`config.mk`:
```
export PLATFORM = sky130hd
export DESIGN_NAME = wildcard_name_matcher_core_flat
export DESIGN_NICKNAME = d
export VERILOG_FILES = /design/src/design/wnm_pkg.sv /design/src/design/wnm_if.sv /design/src/design/wnm_csr.sv /design/src/design/wnm_front.sv /design/src/design/wnm_fifo.sv /design/src/design/wnm_back.sv /design/src/design/wildcard_name_matcher_core.sv /design/src/flat_wrapper.sv
export SDC_FILE = /design/constraint.sdc
export NUM_CORES = 1
export LEC_CHECK = 0
export BUFFER_PORTS_ARGS = -buffer_cell sky130_fd_sc_hd__buf_4
export CORE_MARGIN = 8
export CORE_UTILIZATION = 40
export CTS_CLUSTER_SIZE = 10
export DETAILED_ROUTE_END_ITERATION = 8
export GPL_TIMING_DRIVEN = 0
export SYNTH_ARGS = -nofsm -noshare
export SYNTH_HDL_FRONTEND = slang
export SYNTH_SLANG_ARGS = --single-unit
```
`constraint.sdc`:
```
create_clock -name clock -period 3.4 [get_ports clock]
set_input_delay 0.34 -clock clock [delete_from_list [all_inputs] [get_ports clock]]
set_output_delay 0.34 -clock clock [all_outputs]
set_load 0.005 [all_outputs]
```
`src/design/wnm_pkg.sv`:
```
// shared constants, types and helpers for the wildcard name matcher
package wnm_pkg;

   // pattern storage and configuration widths
   localparam int CHAR_SLOTS          = 16;
   localparam int PATTERN_MAX_DEFAULT = 16;
   localparam int CSR_DATA_W          = 64;
   localparam int CSR_INDEX_W         = 2;
   localparam int LEN_REG_W           = 5;
   localparam int FIFO_DEPTH          = 2;

   // special pattern characters and case folding
   localparam logic [7:0] STAR_CHAR   = 8'h2A;
   localparam logic [7:0] QMARK_CHAR  = 8'h3F;
   localparam logic [7:0] UPPER_A     = 8'h41;
   localparam logic [7:0] UPPER_Z     = 8'h5A;
   localparam logic [7:0] CASE_OFFSET = 8'h20;

   // register reset values: the pattern is a single star
   localparam logic [CSR_DATA_W-1:0] PAT_LOW_RESET  = 64'h0000_0000_0000_002A;
   localparam logic [CSR_DATA_W-1:0] PAT_HIGH_RESET = 64'h0000_0000_0000_0000;
   localparam logic [LEN_REG_W-1:0]  PAT_LEN_RESET  = 5'd1;

   // register indexes
   typedef enum logic [CSR_INDEX_W-1:0] {
      CSR_PAT_LOW  = 2'd0,
      CSR_PAT_HIGH = 2'd1,
      CSR_PAT_LEN  = 2'd2
   } csr_index_type;

   // configured pattern as seen by the datapath
   typedef struct packed {
      logic [CHAR_SLOTS-1:0][7:0] chars;
      logic [LEN_REG_W-1:0]       length;
   } pattern_type;

   // classified request passed from front to back
   typedef struct packed {
      logic [CHAR_SLOTS-1:0] hit;
      logic                  last;
   } class_type;

   // fold ascii upper case to lower case
   function automatic logic [7:0] fold_char(input logic [7:0] c);
      logic [7:0] r;
      r = c;
      if (c >= UPPER_A && c <= UPPER_Z) begin
         r = c + CASE_OFFSET;
      end
      return r;
   endfunction

endpackage

```
`src/design/wnm_if.sv`:
```
// request and response channel interfaces of the wildcard name matcher
interface wnm_req_if;
   logic       valid;
   logic       ready;
   logic [7:0] name_char;
   logic       name_last;

   modport source(output valid, output name_char, output name_last, input ready);
   modport sink(input valid, input name_char, input name_last, output ready);
endinterface

interface wnm_rsp_if;
   logic valid;
   logic ready;
   logic prefix_matches;
   logic name_done;

   modport source(output valid, output prefix_matches, output name_done, input ready);
   modport sink(input valid, input prefix_matches, input name_done, output ready);
endinterface

```
`src/design/wnm_csr.sv`:
```
// pattern configuration registers of the wildcard name matcher
module wnm_csr (
   input  logic                               clock,
   input  logic                               reset,
   input  logic                               csr_write_en,
   input  logic [wnm_pkg::CSR_INDEX_W-1:0]    csr_index,
   input  logic [wnm_pkg::CSR_DATA_W-1:0]     csr_write_data,
   output wnm_pkg::pattern_type               pattern,
   output logic                               restart
);
   import wnm_pkg::*;

   logic [CSR_DATA_W-1:0] pat_low_ff;
   logic [CSR_DATA_W-1:0] pat_low_in;
   logic [CSR_DATA_W-1:0] pat_high_ff;
   logic [CSR_DATA_W-1:0] pat_high_in;
   logic [LEN_REG_W-1:0]  pat_len_ff;
   logic [LEN_REG_W-1:0]  pat_len_in;

   // register write decode
   always_comb begin
      pat_low_in  = pat_low_ff;
      pat_high_in = pat_high_ff;
      pat_len_in  = pat_len_ff;
      restart     = 1'b0;
      case (csr_index_type'(csr_index))
         CSR_PAT_LOW: begin
            if (csr_write_en) begin
               pat_low_in = csr_write_data;
               restart    = 1'b1;
            end
         end
         CSR_PAT_HIGH: begin
            if (csr_write_en) begin
               pat_high_in = csr_write_data;
               restart     = 1'b1;
            end
         end
         CSR_PAT_LEN: begin
            if (csr_write_en) begin
               pat_len_in = csr_write_data[LEN_REG_W-1:0];
               restart    = 1'b1;
            end
         end
         default: begin
         end
      endcase
   end

   // configuration registers
   always_ff @(posedge clock) begin
      if (reset) begin
         pat_low_ff  <= PAT_LOW_RESET;
         pat_high_ff <= PAT_HIGH_RESET;
         pat_len_ff  <= PAT_LEN_RESET;
      end else begin
         pat_low_ff  <= pat_low_in;
         pat_high_ff <= pat_high_in;
         pat_len_ff  <= pat_len_in;
      end
   end

   // character 0 sits in the lowest byte
   assign pattern.chars  = {pat_high_ff, pat_low_ff};
   assign pattern.length = pat_len_ff;

endmodule

```
`src/design/wnm_front.sv`:
```
// front end: accepts name characters and compares them to every pattern slot
module wnm_front (
   wnm_req_if.sink             req_chan,
   input  wnm_pkg::pattern_type pattern,
   input  logic                 fifo_full,
   output logic                 push,
   output wnm_pkg::class_type   push_entry
);
   import wnm_pkg::*;

   logic [7:0] folded_char;

   // per-slot character compare, case folded, question mark matches anything
   always_comb begin
      folded_char = fold_char(req_chan.name_char);
      for (int i = 0; i < CHAR_SLOTS; i++) begin
         push_entry.hit[i] = (pattern.chars[i] == QMARK_CHAR) ||
                             (fold_char(pattern.chars[i]) == folded_char);
      end
      push_entry.last = req_chan.name_last;
   end

   // request handshake into the queue
   assign req_chan.ready = !fifo_full;
   assign push           = req_chan.valid && !fifo_full;

endmodule

```
`src/design/wnm_fifo.sv`:
```
// short queue between the classifying front end and the matching back end
module wnm_fifo (
   input  logic                clock,
   input  logic                reset,
   input  logic                push,
   input  wnm_pkg::class_type  push_entry,
   input  logic                pop,
   output logic                full,
   output logic                out_valid,
   output wnm_pkg::class_type  out_entry
);
   import wnm_pkg::*;

   localparam int PTR_W = (FIFO_DEPTH > 1) ? $clog2(FIFO_DEPTH) : 1;
   localparam int CNT_W = $clog2(FIFO_DEPTH + 1);

   class_type          entry_ff [FIFO_DEPTH];
   logic [PTR_W-1:0]   wr_ptr_ff;
   logic [PTR_W-1:0]   wr_ptr_in;
   logic [PTR_W-1:0]   rd_ptr_ff;
   logic [PTR_W-1:0]   rd_ptr_in;
   logic [CNT_W-1:0]   count_ff;
   logic [CNT_W-1:0]   count_in;

   // pointer and occupancy update
   always_comb begin
      wr_ptr_in = wr_ptr_ff;
      rd_ptr_in = rd_ptr_ff;
      count_in  = count_ff;
      if (push) begin
         wr_ptr_in = (wr_ptr_ff == PTR_W'(FIFO_DEPTH - 1)) ? '0 : wr_ptr_ff + 1'b1;
      end
      if (pop) begin
         rd_ptr_in = (rd_ptr_ff == PTR_W'(FIFO_DEPTH - 1)) ? '0 : rd_ptr_ff + 1'b1;
      end
      if (push && !pop) begin
         count_in = count_ff + 1'b1;
      end else if (pop && !push) begin
         count_in = count_ff - 1'b1;
      end
   end

   always_ff @(posedge clock) begin
      if (reset) begin
         wr_ptr_ff <= '0;
         rd_ptr_ff <= '0;
         count_ff  <= '0;
      end else begin
         wr_ptr_ff <= wr_ptr_in;
         rd_ptr_ff <= rd_ptr_in;
         count_ff  <= count_in;
      end
   end

   // entry storage
   always_ff @(posedge clock) begin
      if (push) begin
         entry_ff[wr_ptr_ff] <= push_entry;
      end
   end

   assign full      = (count_ff == CNT_W'(FIFO_DEPTH));
   assign out_valid = (count_ff != '0);
   assign out_entry = entry_ff[rd_ptr_ff];

`ifndef SYNTH
   a_count_bound: assert property (@(posedge clock) disable iff (reset)
      count_ff <= CNT_W'(FIFO_DEPTH))
      else $error("queue occupancy above depth");

   a_push_grows: assert property (@(posedge clock) disable iff (reset)
      push && !pop |=> count_ff == $past(count_ff) + 1'b1)
      else $error("queue push without pop did not grow occupancy");
`endif

endmodule

```
`src/design/wnm_back.sv`:
```
// back end: advances the live pattern positions and registers the response
module wnm_back #(
   parameter int PATTERN_MAX = wnm_pkg::PATTERN_MAX_DEFAULT
) (
   input  logic                 clock,
   input  logic                 reset,
   input  wnm_pkg::pattern_type pattern,
   input  logic                 restart,
   input  logic                 in_valid,
   input  wnm_pkg::class_type   in_entry,
   output logic                 pop,
   wnm_rsp_if.source            rsp_chan
);
   import wnm_pkg::*;

   localparam int POS_COUNT = (PATTERN_MAX < CHAR_SLOTS) ? PATTERN_MAX : CHAR_SLOTS;
   localparam int LEN_W     = $clog2(POS_COUNT + 1);

   logic [POS_COUNT:0]   live_ff;
   logic [POS_COUNT:0]   live_in;
   logic                 fresh_ff;
   logic                 fresh_in;
   logic                 rsp_valid_ff;
   logic                 rsp_valid_in;
   logic                 prefix_ff;
   logic                 prefix_in;
   logic                 done_ff;
   logic                 done_in;

   logic [LEN_W-1:0]     eff_len;
   logic [POS_COUNT-1:0] active;
   logic [POS_COUNT-1:0] star_act;
   logic [POS_COUNT:0]   start_vec;
   logic [POS_COUNT:0]   base_vec;
   logic [POS_COUNT:0]   step_vec;
   logic [POS_COUNT:0]   next_vec;
   logic                 match;

   // a live star position also makes the position after it live
   function automatic logic [POS_COUNT:0] close_stars(input logic [POS_COUNT:0] v,
                                                      input logic [POS_COUNT-1:0] s);
      logic [POS_COUNT:0] r;
      r = v;
      for (int i = 0; i < POS_COUNT; i++) begin
         if (r[i] && s[i]) begin
            r[i+1] = 1'b1;
         end
      end
      return r;
   endfunction

   // effective length and star slots of the pattern
   always_comb begin
      if (int'(pattern.length) > POS_COUNT) begin
         eff_len = LEN_W'(POS_COUNT);
      end else begin
         eff_len = pattern.length[LEN_W-1:0];
      end
      for (int i = 0; i < POS_COUNT; i++) begin
         active[i]   = (LEN_W'(i) < eff_len);
         star_act[i] = active[i] && (pattern.chars[i] == STAR_CHAR);
      end
      start_vec = close_stars({{POS_COUNT{1'b0}}, 1'b1}, star_act);
   end

   // one character step of the position vector
   always_comb begin
      base_vec = fresh_ff ? start_vec : live_ff;
      step_vec = '0;
      for (int i = 0; i < POS_COUNT; i++) begin
         if (base_vec[i] && active[i]) begin
            if (star_act[i]) begin
               step_vec[i] = 1'b1;
            end else if (in_entry.hit[i]) begin
               step_vec[i+1] = 1'b1;
            end
         end
      end
      next_vec = close_stars(step_vec, star_act);
      match    = next_vec[eff_len];
   end

   // pop when the response register is free or being drained
   assign pop = in_valid && (!rsp_valid_ff || rsp_chan.ready);

   // matcher state and response register next values
   always_comb begin
      live_in      = live_ff;
      fresh_in     = fresh_ff;
      prefix_in    = prefix_ff;
      done_in      = done_ff;
      rsp_valid_in = rsp_valid_ff && !rsp_chan.ready;
      if (pop) begin
         rsp_valid_in = 1'b1;
         prefix_in    = match;
         done_in      = in_entry.last;
         if (in_entry.last) begin
            fresh_in = 1'b1;
         end else begin
            live_in  = next_vec;
            fresh_in = 1'b0;
         end
      end
      if (restart) begin
         fresh_in = 1'b1;
      end
   end

   always_ff @(posedge clock) begin
      if (reset) begin
         fresh_ff     <= 1'b1;
         rsp_valid_ff <= 1'b0;
      end else begin
         fresh_ff     <= fresh_in;
         rsp_valid_ff <= rsp_valid_in;
      end
   end

   always_ff @(posedge clock) begin
      live_ff   <= live_in;
      prefix_ff <= prefix_in;
      done_ff   <= done_in;
   end

   assign rsp_chan.valid          = rsp_valid_ff;
   assign rsp_chan.prefix_matches = prefix_ff;
   assign rsp_chan.name_done      = done_ff;

`ifndef SYNTH
   a_last_restarts: assert property (@(posedge clock) disable iff (reset)
      pop && in_entry.last |=> fresh_ff)
      else $error("matcher did not restart after the last character");

   a_cfg_restarts: assert property (@(posedge clock) disable iff (reset)
      restart |=> fresh_ff)
      else $error("matcher did not restart after a register write");

   a_pop_responds: assert property (@(posedge clock) disable iff (reset)
      pop |=> rsp_valid_ff && done_ff == $past(in_entry.last))
      else $error("popped request did not produce its response");
`endif

endmodule

```
`src/design/wildcard_name_matcher_core.sv`:
```
// top level of the wildcard name matcher
//
// Matches a streamed name, one byte per request, against a glob pattern of
// up to 16 characters held in three registers ('?' is any one character,
// '*' any run, letters compare without case). Each request carries
// name_char and name_last; each response carries prefix_matches (the name
// so far matches the whole pattern) and name_done (copy of name_last).
// The csr port writes pattern_chars_low (index 0), pattern_chars_high
// (index 1) and pattern_length (index 2); any such write restarts the
// matcher. Write registers only while no request is in flight.
// The front end's compare result enters the queue at the accepting edge,
// and the position-vector update loads the response register when the
// back end pops that entry from the queue.
// Throughput is one request per cycle unless the response receiver stalls.
// Reset loads the single-star pattern and an empty queue; no clearing pass.
// When the response receiver stalls, the response register holds, the
// two-entry queue fills and req_chan.ready drops once it is full.
module wildcard_name_matcher_core #(
   parameter int PATTERN_MAX = wnm_pkg::PATTERN_MAX_DEFAULT
) (
   input  logic                            clock,
   input  logic                            reset,
   wnm_req_if.sink                         req_chan,
   wnm_rsp_if.source                       rsp_chan,
   input  logic                            csr_write_en,
   input  logic [wnm_pkg::CSR_INDEX_W-1:0] csr_index,
   input  logic [wnm_pkg::CSR_DATA_W-1:0]  csr_write_data
);
   import wnm_pkg::*;

   pattern_type pattern;
   logic        restart;
   logic        fifo_full;
   logic        push;
   class_type   push_entry;
   logic        pop;
   logic        queue_valid;
   class_type   queue_entry;

   // configuration registers
   wnm_csr u_csr (
      .clock          (clock),
      .reset          (reset),
      .csr_write_en   (csr_write_en),
      .csr_index      (csr_index),
      .csr_write_data (csr_write_data),
      .pattern        (pattern),
      .restart        (restart)
   );

   // request classification
   wnm_front u_front (
      .req_chan   (req_chan),
      .pattern    (pattern),
      .fifo_full  (fifo_full),
      .push       (push),
      .push_entry (push_entry)
   );

   // decoupling queue
   wnm_fifo u_fifo (
      .clock      (clock),
      .reset      (reset),
      .push       (push),
      .push_entry (push_entry),
      .pop        (pop),
      .full       (fifo_full),
      .out_valid  (queue_valid),
      .out_entry  (queue_entry)
   );

   // position vector update and response
   wnm_back #(
      .PATTERN_MAX (PATTERN_MAX)
   ) u_back (
      .clock    (clock),
      .reset    (reset),
      .pattern  (pattern),
      .restart  (restart),
      .in_valid (queue_valid),
      .in_entry (queue_entry),
      .pop      (pop),
      .rsp_chan (rsp_chan)
   );

endmodule

```
`src/flat_wrapper.sv`:
```
// flat-port wrapper written by rule: the top's interface ports become plain ports
module wildcard_name_matcher_core_flat import wnm_pkg::*;
#(
   parameter int PATTERN_MAX = wnm_pkg::PATTERN_MAX_DEFAULT
)
  (clock, reset, csr_write_en, csr_index, csr_write_data, req_chan_valid, req_chan_name_char, req_chan_name_last, req_chan_ready, rsp_chan_valid, rsp_chan_prefix_matches, rsp_chan_name_done, rsp_chan_ready);
  wnm_req_if req_chan_i ();
  wnm_rsp_if rsp_chan_i ();
  input  logic clock;
  input  logic reset;
  input  logic csr_write_en;
  input  logic [wnm_pkg::CSR_INDEX_W-1:0] csr_index;
  input  logic [wnm_pkg::CSR_DATA_W-1:0] csr_write_data;
  input wire logic [$bits(req_chan_i.valid)-1:0] req_chan_valid;
  input wire logic [$bits(req_chan_i.name_char)-1:0] req_chan_name_char;
  input wire logic [$bits(req_chan_i.name_last)-1:0] req_chan_name_last;
  output wire logic [$bits(req_chan_i.ready)-1:0] req_chan_ready;
  output wire logic [$bits(rsp_chan_i.valid)-1:0] rsp_chan_valid;
  output wire logic [$bits(rsp_chan_i.prefix_matches)-1:0] rsp_chan_prefix_matches;
  output wire logic [$bits(rsp_chan_i.name_done)-1:0] rsp_chan_name_done;
  input wire logic [$bits(rsp_chan_i.ready)-1:0] rsp_chan_ready;
  assign req_chan_i.valid = req_chan_valid;
  assign req_chan_i.name_char = req_chan_name_char;
  assign req_chan_i.name_last = req_chan_name_last;
  assign req_chan_ready = req_chan_i.ready;
  assign rsp_chan_valid = rsp_chan_i.valid;
  assign rsp_chan_prefix_matches = rsp_chan_i.prefix_matches;
  assign rsp_chan_name_done = rsp_chan_i.name_done;
  assign rsp_chan_i.ready = rsp_chan_ready;
  wildcard_name_matcher_core #(.PATTERN_MAX(PATTERN_MAX)) u_core (.clock(clock), .reset(reset), .req_chan(req_chan_i), .rsp_chan(rsp_chan_i), .csr_write_en(csr_write_en), .csr_index(csr_index), .csr_write_data(csr_write_data));
endmodule
```
==> results.sh <==
export IMPL_ir_worst_vdd_v=0.000290
export IMPL_placed_area_um2=12500
export IMPL_gp_congestion=0.934
export IMPL_die_area_um2=34200
export IMPL_die_h_um=185
export IMPL_ys_ff_latch=192
export IMPL_grt_pass1_wl_um=56100
export IMPL_yosysUniqueCellTypes=92
export IMPL_ant_nets=0
export IMPL_max_freq_ghz=0.291
export IMPL_outcome="finished, violations left"
export IMPL_drc_errors=0
export IMPL_slowest_stage="a2111oi_4"
export IMPL_diodes=0
export IMPL_num_vias=10700
export IMPL_powerDensity_nw_per_um2=457
export IMPL_worst_setup_path_end_kind="flop"
export IMPL_rsz0062_at_grt="yes"
export IMPL_violations="negative setup slack"
export IMPL_critPathMaxStageDelay_ns=0.38
export IMPL_drive_gt1_share_pct=15.8
export IMPL_yosys_warnings=0
export IMPL_root_buffer="clkbuf_16"
export IMPL_clock_sinks=192
export IMPL_fin_crit_sh_pct=101
export IMPL_final_setup_skew_ns=0.0153
export IMPL_rows=62
export IMPL_cts_buffer_depth=2
export IMPL_drv_slew=0
export IMPL_drtIter0Drc=900
export IMPL_min_path_type="input pin to flop"
export IMPL_wl_per_cell_um=19.3
export IMPL_async_flop_share_pct=0
export IMPL_io_buffers=77
export IMPL_drt_vias_per_instance=5.61
export IMPL_grt_max_degree=19
export IMPL_start_kind="flop"
export IMPL_h_tree_depth=4
export IMPL_synth_avg_cell_area_um2=8.19
export IMPL_grt_overflow_total=0
export IMPL_max_cap_violations=0
export IMPL_final_nets=1607
export IMPL_grt_pass1_vias=9975
export IMPL_synth_ff_type="dfxtp_1"
export IMPL_setup_violations=1
export IMPL_seqPwrFrac_pct=43.9
export IMPL_start_util_pct=40.2
export IMPL_p_sw_w=0.00189
export IMPL_p_sw_share_pct=30.2
export IMPL_io_pin_count=84
export IMPL_coreArea_um2=28400
export IMPL_cts_tree="built"
export IMPL_syn_inst=1392
export IMPL_cts_buffers=17
export IMPL_worstSkewPairLatency_ns=0.44
export IMPL_tns_ns=-0.0353
export IMPL_required_ns=3.55
export IMPL_worstSetupPathType="flop to flop"
export IMPL_slew_headroom_pct=18.8
export IMPL_finalHoldViolCount=0
export IMPL_worstMarginPinSlew_ns=1.22
export IMPL_cp_arrival_ns=3.58
export IMPL_seq_area_frac_synth_pct=38.3
export IMPL_synth_area_um2=11400
export IMPL_min_period_ns=3.44
export IMPL_antenna_found_initial=0
export IMPL_synth_edff_count=52
export IMPL_p_int_w=0.00436
export IMPL_path_clk_slew_ns=0.08
export IMPL_fin_area_um2=13700
export IMPL_grtUsageTotal_pct=21.2
export IMPL_dp_hpwl_um=27100
export IMPL_whs_ns=0.0835
export IMPL_area_delta_synth_final_pct=19.8
export IMPL_clock_power_share_pct=36.1
export IMPL_die_w_um=185
export IMPL_p_leak_nw=4.75
export IMPL_setup_ws_ns=-0.0353
export IMPL_path_cells="buf_6 > a2111oi_4 > and4bb_4 > a41oi_1 > nor3b_1 > nor3_2 > o2111ai_4 > a31oi_4 > o21ai_2 > o311ai_4 > o2111ai_4"
export IMPL_wl_um=36800
export IMPL_path_max_fanout=8
export IMPL_firstDrtPassIters=5
export IMPL_num_fill_cells=2821
export IMPL_p_comb_share_pct=20.0
export IMPL_synth_fp_nets=1490
export IMPL_path_common_cell="o2111ai_4"
==> metal layers <==
metal,GRT usage [%],wire [µm],share of wire (%)
met1,28.4,16400,44
met2,34.1,16900,46
met3,3.26,2390,6.5
met4,7.65,1120,3.0
met5,0,0,0
==> state kept, by name, indices dropped and copies added (netlist names), named ones only <==
name	count
u_core.u_back.fresh_ff	1
u_core.u_back.live_ff	16
u_core.u_back.rsp_chan.name_done	1
u_core.u_back.rsp_chan.prefix_matches	1
u_core.u_back.rsp_chan.valid	1
u_core.u_csr.pat_high_ff	64
u_core.u_csr.pat_len_ff	5
u_core.u_csr.pat_low_ff	64
u_core.u_fifo.count_ff	2
u_core.u_fifo.entry_ff	34
u_core.u_fifo.rd_ptr_ff	1
u_core.u_fifo.wr_ptr_ff	1
==> repair_timing <==
action	CTS	global route
endpoints found under the setup margin	34	16
hold buffers	0	0
pin swaps	2	27
buffers inserted	2	19
gates resized for setup	12	59
==> synthesized netlist by cell type, types with 19 or more instances <==
cell type,instances,area share (%)
nand2_1,316,10
a21oi_1,172,7.5
edfxtp_1,52,14
xnor2_1,71,5.5
inv_1,27,0.89
dfxtp_1,140,25
nor3_1,24,1.1
o21ai_0,42,1.8
xor2_1,61,4.7
nand3_1,44,1.9
o31ai_1,19,1.3
clkbuf_1,58,1.9
nor2_1,77,2.5
==> area by class of cell <==
cell class	count	area (µm²)	share of cell area, %
tap	384	480	3.52
inverter	27	101	0.742
clock inverter	13	180	1.32
timing repair buffer	100	767	5.61
buffer	76	397	2.90
clock buffer	19	475	3.48
sequential	192	4380	32.0
multi-input combinational	1095	6890	50.4
==> metrics by stage <==
stage	instances	total power [W]	worst slack, ns	utilization (%)
after floorplan	1392	0.00351	0.473	-
after global placement	1853	0.00394	-0.968	43.9
after detailed placement	1855	0.00398	-0.680	44.0
after CTS	1888	0.00622	-0.178	46.6
after global routing	1906	0.00650	-0.0904	48.1
final	1906	0.00624	-0.0353	48.1
==> power by group through the flow <==
stage                     Clock [W]  Combinational (W)  Sequential, W
after floorplan                   0           0.000786        0.00272
after global placement            0            0.00119        0.00275
after detailed placement          0            0.00122        0.00276
after CTS                   0.00228            0.00120        0.00274
after global routing        0.00237            0.00136        0.00277
final                       0.00225            0.00125        0.00274
==> worst max-delay path, delay by kind of cell (launching register included) <==
family | cells | cell delay [ns]
AOI/OAI and AO/OA | 7 | 1.94
buffers and inverters | 1 | 0.15
DFF | 1 | 0.31
and+or+nand+nor | 3 | 0.75
==> kinds of logic after synthesis <==
family,share of synthesized area (%)
fa+ha+maj,1.97
flops,38.3
buf+inv,4.25
compound gates,17.4
simple gates,25.9
xor+xnor,10.1
mux,2.11
==> layout by cell type, fill, tap and decap left out, types with 5 or more instances in the layout <==
master | netlist | routed
a211oi_1 | 9 | 6
a21o_1 | 6 | 6
a21oi_1 | 172 | 170
a31oi_1 | 10 | 7
and3_1 | 8 | 7
buf_1 | 5 | 6
buf_4 | 1 | 97
buf_6 | 4 | 6
clkbuf_1 | 58 | 55
clkbuf_16 | 0 | 19
clkbuf_8 | 5 | 5
dfxtp_1 | 140 | 132
dfxtp_2 | 0 | 7
edfxtp_1 | 52 | 52
ha_1 | 18 | 18
inv_1 | 27 | 27
mux2_2 | 6 | 6
mux2i_1 | 15 | 15
nand2_1 | 316 | 316
nand3_1 | 44 | 44
nand3b_1 | 5 | 5
nand4_1 | 18 | 18
nor2_1 | 77 | 73
nor2b_1 | 6 | 6
nor3_1 | 24 | 19
nor3_4 | 1 | 5
nor3b_1 | 8 | 7
nor4_1 | 14 | 13
nor4_4 | 1 | 6
nor4b_1 | 15 | 14
o211ai_1 | 9 | 9
o21a_1 | 5 | 5
o21ai_0 | 42 | 42
o31ai_1 | 19 | 19
or3_1 | 16 | 14
or3_2 | 5 | 5
xnor2_1 | 71 | 71
xor2_1 | 61 | 61
==> path summary, 6_finish.rpt <==
check                                                              start                                         endpoint  slack, ns  depth (start not counted)
worst max-delay path             u_core.u_csr.pat_len_ff[2]$_SDFFE_PP0P_  u_core.u_back.rsp_chan.prefix_matches$_DFFE_PP_      -0.04                         11
worst min-delay path                                  req_chan_name_last           u_core.u_fifo.entry_ff[0][0]$_DFFE_PP_       0.08                          1
worst max register to register   u_core.u_csr.pat_len_ff[2]$_SDFFE_PP0P_  u_core.u_back.rsp_chan.prefix_matches$_DFFE_PP_      -0.04                         11
worst min register to register  u_core.u_csr.pat_low_ff[37]$_SDFFE_PP0P_         u_core.u_csr.pat_low_ff[37]$_SDFFE_PP0P_       0.48                          2
No activity file was read; power rests on OpenSTA's default activity.
